$ cat config.mk
export PLATFORM = sky130hd
export DESIGN_NAME = line_pixel_generator_flat
export DESIGN_NICKNAME = d
export VERILOG_FILES = /design/src/design/lpg_pkg.sv /design/src/design/lpg_in_if.sv /design/src/design/lpg_out_if.sv /design/src/design/lpg_step.sv /design/src/design/lpg_out_buf.sv /design/src/design/line_pixel_generator.sv /design/src/flat_wrapper.sv
export SDC_FILE = /design/constraint.sdc
export NUM_CORES = 1
export LEC_CHECK = 0
export BUFFER_PORTS_ARGS = -buffer_cell sky130_fd_sc_hd__buf_4
export CAP_MARGIN = 10
export CORE_AREA = 2 2 224 226
export CTS_BUF_LIST = sky130_fd_sc_hd__clkbuf_8
export CTS_CLUSTER_SIZE = 12
export DETAILED_ROUTE_END_ITERATION = 6
export DIE_AREA = 0 0 226 228
export GPL_ROUTABILITY_DRIVEN = 0
export HOLD_SLACK_MARGIN = 0.15
export PLACE_DENSITY_LB_ADDON = 0.3
export RECOVER_POWER = 100
export SETUP_SLACK_MARGIN = 0.05
export SLEW_MARGIN = 20
export SYNTH_ARGS = -nofsm -noshare
export SYNTH_HDL_FRONTEND = slang
export SYNTH_HIERARCHICAL = 1
export SYNTH_SLANG_ARGS = --single-unit
$ cat constraint.sdc
create_clock -name clk -period 6.48 [get_ports clk]
set_clock_uncertainty 0.1 [all_clocks]
set_input_delay 1.296 -clock clk [delete_from_list [all_inputs] [get_ports clk]]
set_output_delay 1.296 -clock clk [all_outputs]
set_load 0.03 [all_outputs]
$ cat src/design/lpg_pkg.sv
package lpg_pkg;

  localparam int COORD_WIDTH = 10;
  localparam int COLOR_WIDTH = 16;
  // accumulator holds up to 2 * major_len before the subtract
  localparam int ERR_WIDTH   = COORD_WIDTH + 2;
  localparam int CNT_WIDTH   = COORD_WIDTH + 1;

  typedef logic [COORD_WIDTH-1:0] coord_t;
  typedef logic [COLOR_WIDTH-1:0] color_t;
  typedef logic [ERR_WIDTH-1:0]   err_t;
  typedef logic [CNT_WIDTH-1:0]   cnt_t;

  typedef enum logic {
    KIND_START   = 1'b0,
    KIND_ADVANCE = 1'b1
  } kind_t;

  typedef enum logic [1:0] {
    DIR_NONE = 2'd0,
    DIR_POS  = 2'd1,
    DIR_NEG  = 2'd3
  } dir_t;

  typedef struct packed {
    logic   kind;
    coord_t start_x;
    coord_t start_y;
    coord_t end_x;
    coord_t end_y;
    color_t pixel_color;
  } in_word_t;

  typedef struct packed {
    coord_t pixel_x;
    coord_t pixel_y;
    color_t out_color;
    logic   last;
  } out_word_t;

  typedef struct packed {
    logic   busy;
    coord_t cur_x;
    coord_t cur_y;
    err_t   err_x;
    err_t   err_y;
    coord_t abs_dx;
    coord_t abs_dy;
    coord_t major_len;
    dir_t   dir_x;
    dir_t   dir_y;
    cnt_t   points_left;
    color_t line_color;
  } line_state_t;

endpackage

$ cat src/design/lpg_in_if.sv
interface lpg_in_if;
  logic               valid;
  logic               ready;
  logic               kind;
  lpg_pkg::coord_t    start_x;
  lpg_pkg::coord_t    start_y;
  lpg_pkg::coord_t    end_x;
  lpg_pkg::coord_t    end_y;
  lpg_pkg::color_t    pixel_color;

  modport source (output valid, kind, start_x, start_y, end_x, end_y, pixel_color,
                  input ready);
  modport sink   (input valid, kind, start_x, start_y, end_x, end_y, pixel_color,
                  output ready);
endinterface

$ cat src/design/lpg_out_if.sv
interface lpg_out_if;
  logic            valid;
  logic            ready;
  lpg_pkg::coord_t pixel_x;
  lpg_pkg::coord_t pixel_y;
  lpg_pkg::color_t out_color;
  logic            last;

  modport source (output valid, pixel_x, pixel_y, out_color, last, input ready);
  modport sink   (input valid, pixel_x, pixel_y, out_color, last, output ready);
endinterface

$ cat src/design/lpg_step.sv
module lpg_step (
  input  lpg_pkg::line_state_t cur_state,
  input  lpg_pkg::in_word_t    in_word,
  output lpg_pkg::line_state_t nxt_state,
  output logic                 has_result,
  output lpg_pkg::out_word_t   result
);

  lpg_pkg::err_t sum_x;
  lpg_pkg::err_t sum_y;
  lpg_pkg::err_t major_ext;
  logic          step_x;
  logic          step_y;
  lpg_pkg::coord_t dx;
  lpg_pkg::coord_t dy;

  always_comb begin
    nxt_state  = cur_state;
    has_result = 1'b0;
    major_ext  = {2'b00, cur_state.major_len};
    sum_x      = cur_state.err_x + {2'b00, cur_state.abs_dx};
    sum_y      = cur_state.err_y + {2'b00, cur_state.abs_dy};
    step_x     = sum_x > major_ext;
    step_y     = sum_y > major_ext;
    dx         = '0;
    dy         = '0;

    if (in_word.kind == lpg_pkg::KIND_START) begin
      has_result = 1'b1;
      if (in_word.end_x > in_word.start_x) begin
        dx                = in_word.end_x - in_word.start_x;
        nxt_state.dir_x   = lpg_pkg::DIR_POS;
      end else if (in_word.end_x == in_word.start_x) begin
        nxt_state.dir_x   = lpg_pkg::DIR_NONE;
      end else begin
        dx                = in_word.start_x - in_word.end_x;
        nxt_state.dir_x   = lpg_pkg::DIR_NEG;
      end
      if (in_word.end_y > in_word.start_y) begin
        dy                = in_word.end_y - in_word.start_y;
        nxt_state.dir_y   = lpg_pkg::DIR_POS;
      end else if (in_word.end_y == in_word.start_y) begin
        nxt_state.dir_y   = lpg_pkg::DIR_NONE;
      end else begin
        dy                = in_word.start_y - in_word.end_y;
        nxt_state.dir_y   = lpg_pkg::DIR_NEG;
      end
      nxt_state.abs_dx      = dx;
      nxt_state.abs_dy      = dy;
      nxt_state.major_len   = (dx > dy) ? dx : dy;
      nxt_state.cur_x       = in_word.start_x;
      nxt_state.cur_y       = in_word.start_y;
      nxt_state.err_x       = '0;
      nxt_state.err_y       = '0;
      nxt_state.line_color  = in_word.pixel_color;
      nxt_state.points_left = {1'b0, nxt_state.major_len};
      nxt_state.busy        = (nxt_state.major_len != '0);
    end else if (cur_state.busy) begin
      has_result = 1'b1;
      nxt_state.err_x = step_x ? (sum_x - major_ext) : sum_x;
      nxt_state.err_y = step_y ? (sum_y - major_ext) : sum_y;
      if (step_x) begin
        case (cur_state.dir_x)
          lpg_pkg::DIR_POS: nxt_state.cur_x = cur_state.cur_x + 1'b1;
          lpg_pkg::DIR_NEG: nxt_state.cur_x = cur_state.cur_x - 1'b1;
          default:          nxt_state.cur_x = cur_state.cur_x;
        endcase
      end
      if (step_y) begin
        case (cur_state.dir_y)
          lpg_pkg::DIR_POS: nxt_state.cur_y = cur_state.cur_y + 1'b1;
          lpg_pkg::DIR_NEG: nxt_state.cur_y = cur_state.cur_y - 1'b1;
          default:          nxt_state.cur_y = cur_state.cur_y;
        endcase
      end
      nxt_state.points_left = cur_state.points_left - 1'b1;
      nxt_state.busy        = (nxt_state.points_left != '0);
    end

    result.pixel_x   = nxt_state.cur_x;
    result.pixel_y   = nxt_state.cur_y;
    result.out_color = nxt_state.line_color;
    result.last      = (nxt_state.points_left == '0);
  end

endmodule

$ cat src/design/lpg_out_buf.sv
module lpg_out_buf (
  input  logic               clk,
  input  logic               rst_n,
  input  logic               push,
  input  lpg_pkg::out_word_t push_word,
  output logic               space,
  lpg_out_if.source          out_ch
);

  lpg_pkg::out_word_t entry_r [2];
  logic               wr_ptr_r;
  logic               rd_ptr_r;
  logic [1:0]         count_r;
  logic [1:0]         count_nxt;
  logic               pop;

  assign space = (count_r != 2'd2);
  assign pop   = out_ch.valid && out_ch.ready;

  assign out_ch.valid     = (count_r != 2'd0);
  assign out_ch.pixel_x   = entry_r[rd_ptr_r].pixel_x;
  assign out_ch.pixel_y   = entry_r[rd_ptr_r].pixel_y;
  assign out_ch.out_color = entry_r[rd_ptr_r].out_color;
  assign out_ch.last      = entry_r[rd_ptr_r].last;

  always_comb begin
    count_nxt = count_r;
    case ({push, pop})
      2'b10:   count_nxt = count_r + 2'd1;
      2'b01:   count_nxt = count_r - 2'd1;
      default: count_nxt = count_r;
    endcase
  end

  always_ff @(posedge clk) begin
    if (!rst_n) begin
      wr_ptr_r <= 1'b0;
      rd_ptr_r <= 1'b0;
      count_r  <= 2'd0;
    end else begin
      if (push) wr_ptr_r <= ~wr_ptr_r;
      if (pop)  rd_ptr_r <= ~rd_ptr_r;
      count_r <= count_nxt;
    end
  end

  always_ff @(posedge clk) begin
    if (push) entry_r[wr_ptr_r] <= push_word;
  end

endmodule

$ cat src/design/line_pixel_generator.sv
// Line pixel generator: turns a start word (two endpoints and an RGB565 colour)
// into the pixels of a straight line, one pixel per following advance word,
// using Bresenham-style error accumulators on both axes. A start word emits
// the first endpoint at once; a line of major length N yields N+1 pixels and
// the final one carries last. A start word while a line is running drops that
// line and begins the new one; an advance word with no line running is taken
// and gives no pixel. One word is accepted every clock while the buffer has
// space: all the stepping is a single add, compare and subtract per axis
// between the line state register and a two-entry result buffer, and each
// pixel is registered in that buffer and offered on out_ch from there.
// in_ch.ready depends only on that buffer and falls only when both entries hold pixels the sink has not taken yet.
module line_pixel_generator (
  input  logic      clk,
  input  logic      rst_n,
  lpg_in_if.sink    in_ch,
  lpg_out_if.source out_ch
);

  lpg_pkg::line_state_t state_r;
  lpg_pkg::line_state_t state_nxt;
  lpg_pkg::in_word_t    in_word;
  lpg_pkg::out_word_t   result;
  logic                 has_result;
  logic                 buf_space;
  logic                 accept;

  // gather the input channel into one word
  assign in_word.kind        = in_ch.kind;
  assign in_word.start_x     = in_ch.start_x;
  assign in_word.start_y     = in_ch.start_y;
  assign in_word.end_x       = in_ch.end_x;
  assign in_word.end_y       = in_ch.end_y;
  assign in_word.pixel_color = in_ch.pixel_color;

  // ready comes from buffer occupancy only, never from out_ch.ready
  assign in_ch.ready = buf_space;
  assign accept      = in_ch.valid && buf_space;

  lpg_step u_step (
    .cur_state  (state_r),
    .in_word    (in_word),
    .nxt_state  (state_nxt),
    .has_result (has_result),
    .result     (result)
  );

  // line state only moves on an accepted word
  always_ff @(posedge clk) begin
    if (!rst_n) begin
      state_r <= '0;
    end else if (accept) begin
      state_r <= state_nxt;
    end
  end

  lpg_out_buf u_out_buf (
    .clk       (clk),
    .rst_n     (rst_n),
    .push      (accept && has_result),
    .push_word (result),
    .space     (buf_space),
    .out_ch    (out_ch)
  );

endmodule

$ cat src/flat_wrapper.sv
// flat-port wrapper written by rule: the top's interface ports become plain ports
module line_pixel_generator_flat 
  (clk, rst_n, in_ch_valid, in_ch_kind, in_ch_start_x, in_ch_start_y, in_ch_end_x, in_ch_end_y, in_ch_pixel_color, in_ch_ready, out_ch_valid, out_ch_pixel_x, out_ch_pixel_y, out_ch_out_color, out_ch_last, out_ch_ready);
  lpg_in_if in_ch_i ();
  lpg_out_if out_ch_i ();
  input  logic clk;
  input  logic rst_n;
  input wire logic [$bits(in_ch_i.valid)-1:0] in_ch_valid;
  input wire logic [$bits(in_ch_i.kind)-1:0] in_ch_kind;
  input wire logic [$bits(in_ch_i.start_x)-1:0] in_ch_start_x;
  input wire logic [$bits(in_ch_i.start_y)-1:0] in_ch_start_y;
  input wire logic [$bits(in_ch_i.end_x)-1:0] in_ch_end_x;
  input wire logic [$bits(in_ch_i.end_y)-1:0] in_ch_end_y;
  input wire logic [$bits(in_ch_i.pixel_color)-1:0] in_ch_pixel_color;
  output wire logic [$bits(in_ch_i.ready)-1:0] in_ch_ready;
  output wire logic [$bits(out_ch_i.valid)-1:0] out_ch_valid;
  output wire logic [$bits(out_ch_i.pixel_x)-1:0] out_ch_pixel_x;
  output wire logic [$bits(out_ch_i.pixel_y)-1:0] out_ch_pixel_y;
  output wire logic [$bits(out_ch_i.out_color)-1:0] out_ch_out_color;
  output wire logic [$bits(out_ch_i.last)-1:0] out_ch_last;
  input wire logic [$bits(out_ch_i.ready)-1:0] out_ch_ready;
  assign in_ch_i.valid = in_ch_valid;
  assign in_ch_i.kind = in_ch_kind;
  assign in_ch_i.start_x = in_ch_start_x;
  assign in_ch_i.start_y = in_ch_start_y;
  assign in_ch_i.end_x = in_ch_end_x;
  assign in_ch_i.end_y = in_ch_end_y;
  assign in_ch_i.pixel_color = in_ch_pixel_color;
  assign in_ch_ready = in_ch_i.ready;
  assign out_ch_valid = out_ch_i.valid;
  assign out_ch_pixel_x = out_ch_i.pixel_x;
  assign out_ch_pixel_y = out_ch_i.pixel_y;
  assign out_ch_out_color = out_ch_i.out_color;
  assign out_ch_last = out_ch_i.last;
  assign out_ch_i.ready = out_ch_ready;
  line_pixel_generator u_core (.clk(clk), .rst_n(rst_n), .in_ch(in_ch_i), .out_ch(out_ch_i));
endmodule
==> results by group, run 1 <==
Clock network
  • Reg clk slew, reported paths: 0.10 ns
  • CTS Buf Count: 17
  • Post_cts resized: 0
  • Clock Sinks: ~190
  • CTS Root Cell: clkbuf_8
  • CTS tree: built
  • CTS H-tree depth: 4
  • Worst-Skew Late Latency: roughly 0.49 ns
  • CTS Buffer Depth: 2
  • Hold Buf Count CTS: 0
  • Post-CTS setup buffers: 0

Critical path
  • Critical path required time: between 6 and 7 ns
  • Top fanout value on the critical path: 21
  • Crit path DAT: 6.17 ns
  • Type of origin of the critical path: flip-flop
  • Critical Path Sink Type: flip-flop
  • Worst setup path category: flip-flop to flip-flop

Timing
  • Max Clk Rate: around 170 MHz
  • Setup_tns: 0 ns
  • Fin. Hold Viols: 0
  • Slew @ Worst Pin: approximately 4.7 ns
  • Minimum clock period: about 5.9 ns
  • Period utilisation layout: 0.915
  • RSZ-0062 raised after global routing: no
  • Fin. max-slew vios: approximately 280
  • Final setup viols: 0
  • Slew margin rel.: -2.16

Floorplanning
  • Starting Density: 0.295
  • I/O pins: 100
  • Width of the chip: about 230 um
  • CORE AREA: about 49000 um2
  • Die area: 51500 um2
  • FP Rows: about 80
  • Die Ht: around 230 um

Synth
  • Net Count, Synth: around 1900
  • Yosys top cell area share: 0.153
  • Asr flop ratio synth: 0
  • Cells after Synth: about 1700
  • Most common cell in the netlist: nand2_1
  • Top_reg_cell synth: dfxtp_1
  • Top cells by count, synth: 196 x nand2_1, 150 x o21ai_0, 119 x nand4_1
  • Sequential share of the synthesized area: 0.305
  • Yosys cell types: 93
  • Synth top area cells: dfxtp_1 15%, edfxtp_1 15%, ha_1 9.2%
  • EDFF count, synth: 74
  • #FFs+latches synth: between 150 and 200
  • Area leader, netlist: dfxtp_1
  • Mean Syn Cell Area: 8.53 um2
  • Mapped Area: about 15000 um2
  • Yosys warnings: 6

Power
  • Clk pwr share: 0.196
  • PD cells: roughly 290 nW/um2
  • Int Pwr: between 2000 and 3000 uW
  • NetSw: 1960 uW
  • VDD IR max: around 0.00017 V
  • Logic pwr share: 0.471
  • Sw Ratio: 0.437
  • Power after layout: about 4500 uW
  • Part of the power in registers: 0.333
  • Leak: 0.00614 uW

GRT
  • Largest net degree at the start of global routing: between 100 and 150
  • GRT Util Overall: 0.163
  • Remaining global-route overflow: 0
  • Vias in the first global route: about 12000
  • First-pass GRT wire length: about 66 mm
  • Initial antenna violation count: 0

Final layout
  • Synth-to-layout area growth: 7.17%
  • Inserted Diodes: 0
  • Layout cell share with drive strength beyond 1: 0.0994
  • Final net count: 1876
  • # fillers: approximately 5300

Drt
  • WL/cell: between 15 and 20 um
  • Final ANT Viol Nets: 0
  • Via count: 12500
  • Drt drc: 0
  • First-pass DRT Iterations: 6
  • Final WL: ~42 mm
  • Vias per cell: about 5.3
  • DRT iter0 DRCs: roughly 920

Placement
  • DP HPWL: between 20 and 30 mm
  • Port buffer count: between 90 and 100

Run status
  • Status: finished with violations
  • Failing checks: capacitance limit, slew limit

Hold path
  • Min-Delay Path Class: flip-flop to flip-flop

Run
  • Max-cap violation count: 5
path summary, 6_finish.rpt:
check / from / endpoint / slack [ns] / depth (start not counted)
max: u_core/state_r[51] / u_core/state_r[77] / 0.55 / 18
min reg2reg: u_core/state_r[13] / u_core/state_r[13] / 0.36 / 2
max reg2reg: u_core/state_r[51] / u_core/state_r[77] / 0.55 / 18
min: u_core/state_r[13] / u_core/state_r[13] / 0.36 / 2
power groups by stage:
stage / clock [uW] / combinational [uW] / sequential [uW]
6_report: 881 / 2120 / 1490
5_1_grt: 955 / 2330 / 1510
4_1_cts: 906 / 2200 / 1500
3_5_place_dp: 0 / 2190 / 1520
3_3_place_gp: 0 / 2170 / 1520
2_1_floorplan: 0 / 1720 / 1440
metal layers:
| metal | routed length [um] | GRT usage |
|---|---|---|
| met4 | 1880 | 0.0722 |
| met2 | 20200 | 0.274 |
| met5 | 0 | 0 |
| met3 | 1990 | 0.0236 |
| met1 | 18400 | 0.206 |
area by class of cell:
cell class              instances  area, um2  area share
well taps                     672        841      0.0539
inverters                     108        405      0.0260
flip-flops and latches        185       4450       0.285
multi-input cells            1270       8740       0.560
repair buffers                116        724      0.0464
clock buffers                  17        234      0.0150
clock inverters                15        210      0.0135
metrics by stage:
| stage | area (um2) | worst slack (ns) | std cells | util | hold WS, ns |
|---|---|---|---|---|---|
| 6_report | 15600 | 0.552 | 2383 | 0.316 | 0.359 |
| 5_1_grt | 15600 | 0.185 | 2383 | 0.316 | 0.383 |
| 4_1_cts | 15900 | 0.952 | 2383 | 0.323 | 0.362 |
| 3_5_place_dp | 15500 | 0.460 | 2351 | 0.314 | 0.346 |
| 3_3_place_gp | 15500 | 0.454 | 2351 | 0.314 | 0.343 |
| 2_1_floorplan | 14600 | 0.904 | 1707 | - | 0.332 |
layout by cell type, fill, tap and decap left out, types with 6 or more instances in the layout:
cell / netlist / routed
o31ai_1: 8 / 8
a21o_1: 24 / 24
mux2i_1: 30 / 30
o21bai_1: 8 / 8
clkbuf_1: 61 / 39
inv_1: 107 / 107
nor3_1: 25 / 26
dfxtp_1: 111 / 110
xor2_1: 15 / 15
o21ai_0: 150 / 179
a21oi_1: 95 / 97
nand4_1: 119 / 119
nand2b_1: 11 / 11
or3_1: 20 / 20
nor4_1: 9 / 9
nor2_1: 71 / 71
buf_4: 43 / 75
fa_1: 10 / 10
nand2_1: 196 / 196
ha_1: 107 / 107
o21a_1: 7 / 7
a31oi_1: 12 / 12
a211oi_1: 9 / 9
and3_1: 14 / 14
mux2_2: 41 / 25
clkbuf_8: 0 / 17
nor2b_1: 21 / 21
and2_1: 9 / 8
a22oi_1: 15 / 15
nand3_1: 16 / 16
edfxtp_1: 74 / 74
o21ai_2: 40 / 11
xnor2_1: 38 / 38
o31a_1: 7 / 7
o211ai_1: 9 / 9
or4_1: 6 / 6
mux2_1: 34 / 50
sequential cells by signal (all words and copies together), names as in the netlist, named ones only:
name / flops
u_core/u_out_buf/wr_ptr_r: 1
u_core/u_out_buf/entry_r: 74
u_core/u_out_buf/rd_ptr_r: 1
u_core/u_out_buf/count_r: 2
u_core/state_r: 106
cells by family (layout without fill, tap and decap cells):
group / count (synthesis) / count (layout) / share of synthesized area
and+or+nand+nor: 540 / 540 / 0.187
AOI/OAI and AO/OA: 455 / 455 / 0.208
buffers and inverters: 252 / 256 / 0.0828
DFF: 185 / 185 / 0.305
adders and majority gates: 117 / 117 / 0.106
muxes: 105 / 105 / 0.0786
xor gates and xnor gates: 53 / 53 / 0.0319
worst max-delay path, stage by stage, from the launching register on:
cell       delay (ns)
dfxtp_1          0.34
ha_1             0.24
fa_1             0.41
a21o_1           0.20
a21oi_1          0.32
o21bai_2         0.10
a2111oi_0        0.61
nor3_1           0.23
xor2_1           0.23
ha_1             0.43
nand4_1          0.09
or3_1            0.35
o21a_1           0.15
nor3b_2          0.92
buf_4            0.39
mux2i_1          0.31
a21oi_1          0.11
nand4_1          0.08
o21ai_0          0.17
No activity file was read; power rests on OpenSTA's default activity.
==> inputs of run 2 (changes only) <==
--- a/config.mk
+++ b/config.mk
@@ -8,7 +8,7 @@
 export BUFFER_PORTS_ARGS = -buffer_cell sky130_fd_sc_hd__buf_4
 export CAP_MARGIN = 10
 export CORE_AREA = 2 2 224 226
-export CTS_BUF_LIST = sky130_fd_sc_hd__clkbuf_8
+export CTS_BUF_LIST = sky130_fd_sc_hd__clkbuf_4
 export CTS_CLUSTER_SIZE = 12
 export DETAILED_ROUTE_END_ITERATION = 6
 export DIE_AREA = 0 0 226 228
==> run 2 against run 1 <==
  * The flow still finishes with violations (capacitance limit, slew limit)
  * First-iteration DRC count is 8.1% higher
  * Count of clock-buffer cells in the layout stayed put
  * Final area fell by 0.65%
  * Critical path type unchanged
==> results by group, run 2 (synthesized netlist as in run 1, its figures left out) <==
Timing
  • Max Clk Rate: about 170 MHz
  • Minimum clock period: slightly below 6 ns
  • Final WS setup: around 0.63 ns
  • Setup_tns: 0 ns
  • Final setup viols: 0
  • Slew margin rel.: -1.02
  • Fin. max-slew vios: 196
  • Period utilisation layout: 0.902
  • Slew @ Worst Pin: ~3.0 ns
  • Fin. Hold Viols: 0
  • RSZ-0062 raised after global routing: no

Power
  • VDD IR max: approximately 0.00015 V
  • Leak: 0.00610 uW
  • PD cells: between 200 and 300 nW/um2
  • Power after layout: around 4400 uW

Placement
  • DP HPWL: around 30 mm
  • Placed instance count: 2351
  • Pre-CTS setup slack: roughly 0.46 ns
  • Placed Area: around 15000 um2
  • Port buffer count: 99

Floorplanning
  • Die Ht: around 230 um
  • Width of the chip: 226 um
  • Die area: between 50000 and 60000 um2
  • CORE AREA: about 50000 um2
  • FP Rows: around 80
  • I/O pins: 100
  • Starting Density: 0.295

Hold path
  • Hold EP: u_core/state_r[13]
  • Min-Delay Path Class: flip-flop to flip-flop
  • Critical hold path startpoint: u_core/state_r[13]
  • Worst Hold Depth: 2

Critical path
  • Critical Path Sink Type: flip-flop
  • Critical path required time: approximately 6.8 ns
  • Slowest CP cell: nor3b_2
  • Reg-to-Reg Start: u_core/state_r[51]
  • RR Endpoint: u_core/state_r[77]
  • R2r setup slk: between 0.6 and 0.7 ns
  • Cell count of the worst reg-to-reg path: 18
  • CP Cell Sequence: ha_1, fa_1, a21o_1, a21oi_1, o21bai_2, a2111oi_0, nor3_1, xor2_1, ha_1, nand4_1, or3_1, o21a_1, nor3b_2, buf_4, mux2i_1, a21oi_1, nand4_1, o21ai_0
  • Top fanout value on the critical path: 21
  • Crit-path max cell delay: roughly 0.94 ns
  • Type of origin of the critical path: flip-flop
  • Worst setup path category: flip-flop to flip-flop
  • Crit path DAT: between 6 and 7 ns

Clock network
  • Worst-Skew Late Latency: between 0.6 and 0.7 ns
  • CTS Buffer Depth: 2
  • CTS Root Cell: clkbuf_4
  • CTS tree: built
  • Clock Sinks: between 150 and 200
  • Post_cts resized: 0
  • CTS H-tree depth: 4
  • CTS Buf Count: 17
  • Reg clk slew, reported paths: around 0.16 ns
  • Post-CTS setup buffers: 0
  • Hold Buf Count CTS: 0

Run status
  • Status: finished with violations
  • Failing checks: capacitance limit, slew limit

Drt
  • First-pass DRT Iterations: 7
  • Final WL: around 42 mm
  • DRT iter0 DRCs: 998
  • Via count: around 12000
  • WL/cell: ~18 um
  • Vias per cell: around 5.2
  • Final ANT Viol Nets: 0
  • Drt drc: 0

Final layout
  • Multi-input gate area: between 8000 and 9000 um2
  • Fin cells: between 2000 and 2500
  • Final non-filler cell area: approximately 16000 um2
  • Layout cell share with drive strength beyond 1: 0.0982
  • Most common cell after layout, fill and taps aside: nand2_1
  • Synth-to-layout area growth: 6.47%
  • Largest register by flop count: u_core/state_r
  • # fillers: 5264
  • Final net count: 1876
  • Most frequent cells in the layout: 197 x nand2_1, 177 x o21ai_0, 119 x nand4_1, 110 x dfxtp_1
  • Largest register FFs: between 100 and 150
  • Regs by FF count: u_core/state_r (106), u_core/u_out_buf/entry_r (74), u_core/u_out_buf/count_r (2)
  • Reg area: roughly 4400 um2

GRT
  • First-pass GRT wire length: 66.3 mm
  • GRT Util Overall: 0.162
  • Vias in the first global route: 11900
  • Remaining global-route overflow: 0
  • Initial antenna violation count: 1
  • Largest net degree at the start of global routing: 138

Run
  • Max-cap violation count: 5
## run 2: per-layer routing
metal	part of all wire	wire [um]	GRT usage
met5	0	0	0
met4	0.048	2040	0.0768
met3	0.043	1820	0.0185
met2	0.47	19900	0.274
met1	0.44	18600	0.205
## run 2: area by class of cell
type / instances / area share
multi-input cells: 1270 / 0.564
flip-flops and latches: 185 / 0.287
well taps: 672 / 0.0542
repair buffers: 116 / 0.0466
inverters: 108 / 0.0262
clock inverters: 15 / 0.0136
clock buffers: 17 / 0.00823
diodes: 1 / 0.000161
## run 2: critical path, delay by kind of cell, from the launching register on
kind                     cells  cell delay (ns)
AO/OA/AOI/OAI                7             1.58
XOR/XNOR                     1             0.22
adder cells (fa/ha/maj)      3             1.08
buffers and inverters        1             0.39
flip-flops                   1             0.36
multiplexers                 1             0.31
AND/OR/NAND/NOR              5             1.68
## run 2: how the worst max path moves through the flow
stage	startpoint	to	slack, ns	cells past startpoint
after floorplan	in_ch_end_y[5]	u_core/u_out_buf/entry_r[0][0]	0.90	21
after global placement	in_ch_end_y[0]	u_core/u_out_buf/entry_r[0][0]	0.45	21
after detailed placement	in_ch_end_y[0]	u_core/u_out_buf/entry_r[0][0]	0.46	21
after CTS	in_ch_end_y[0]	u_core/u_out_buf/entry_r[0][0]	1.09	21
after global routing	u_core/state_r[51]	u_core/state_r[77]	0.28	18
final	u_core/state_r[51]	u_core/state_r[77]	0.63	18
## run 2: power breakdown
group | total (uW) | switching [uW] | internal, uW | leakage [uW]
registers | 1490 | 139 | 1360 | 0.00160
clock network | 745 | 461 | 285 | 0.000181
logic | 2120 | 1350 | 773 | 0.00432
## run 2: per-stage QoR
stage	hold WS (ns)	utilization
CTS	0.368	0.321
finish	0.368	0.314
detailed placement	0.346	0.314
global route	0.389	0.314
global placement	0.343	0.314
floorplan	0.332	-
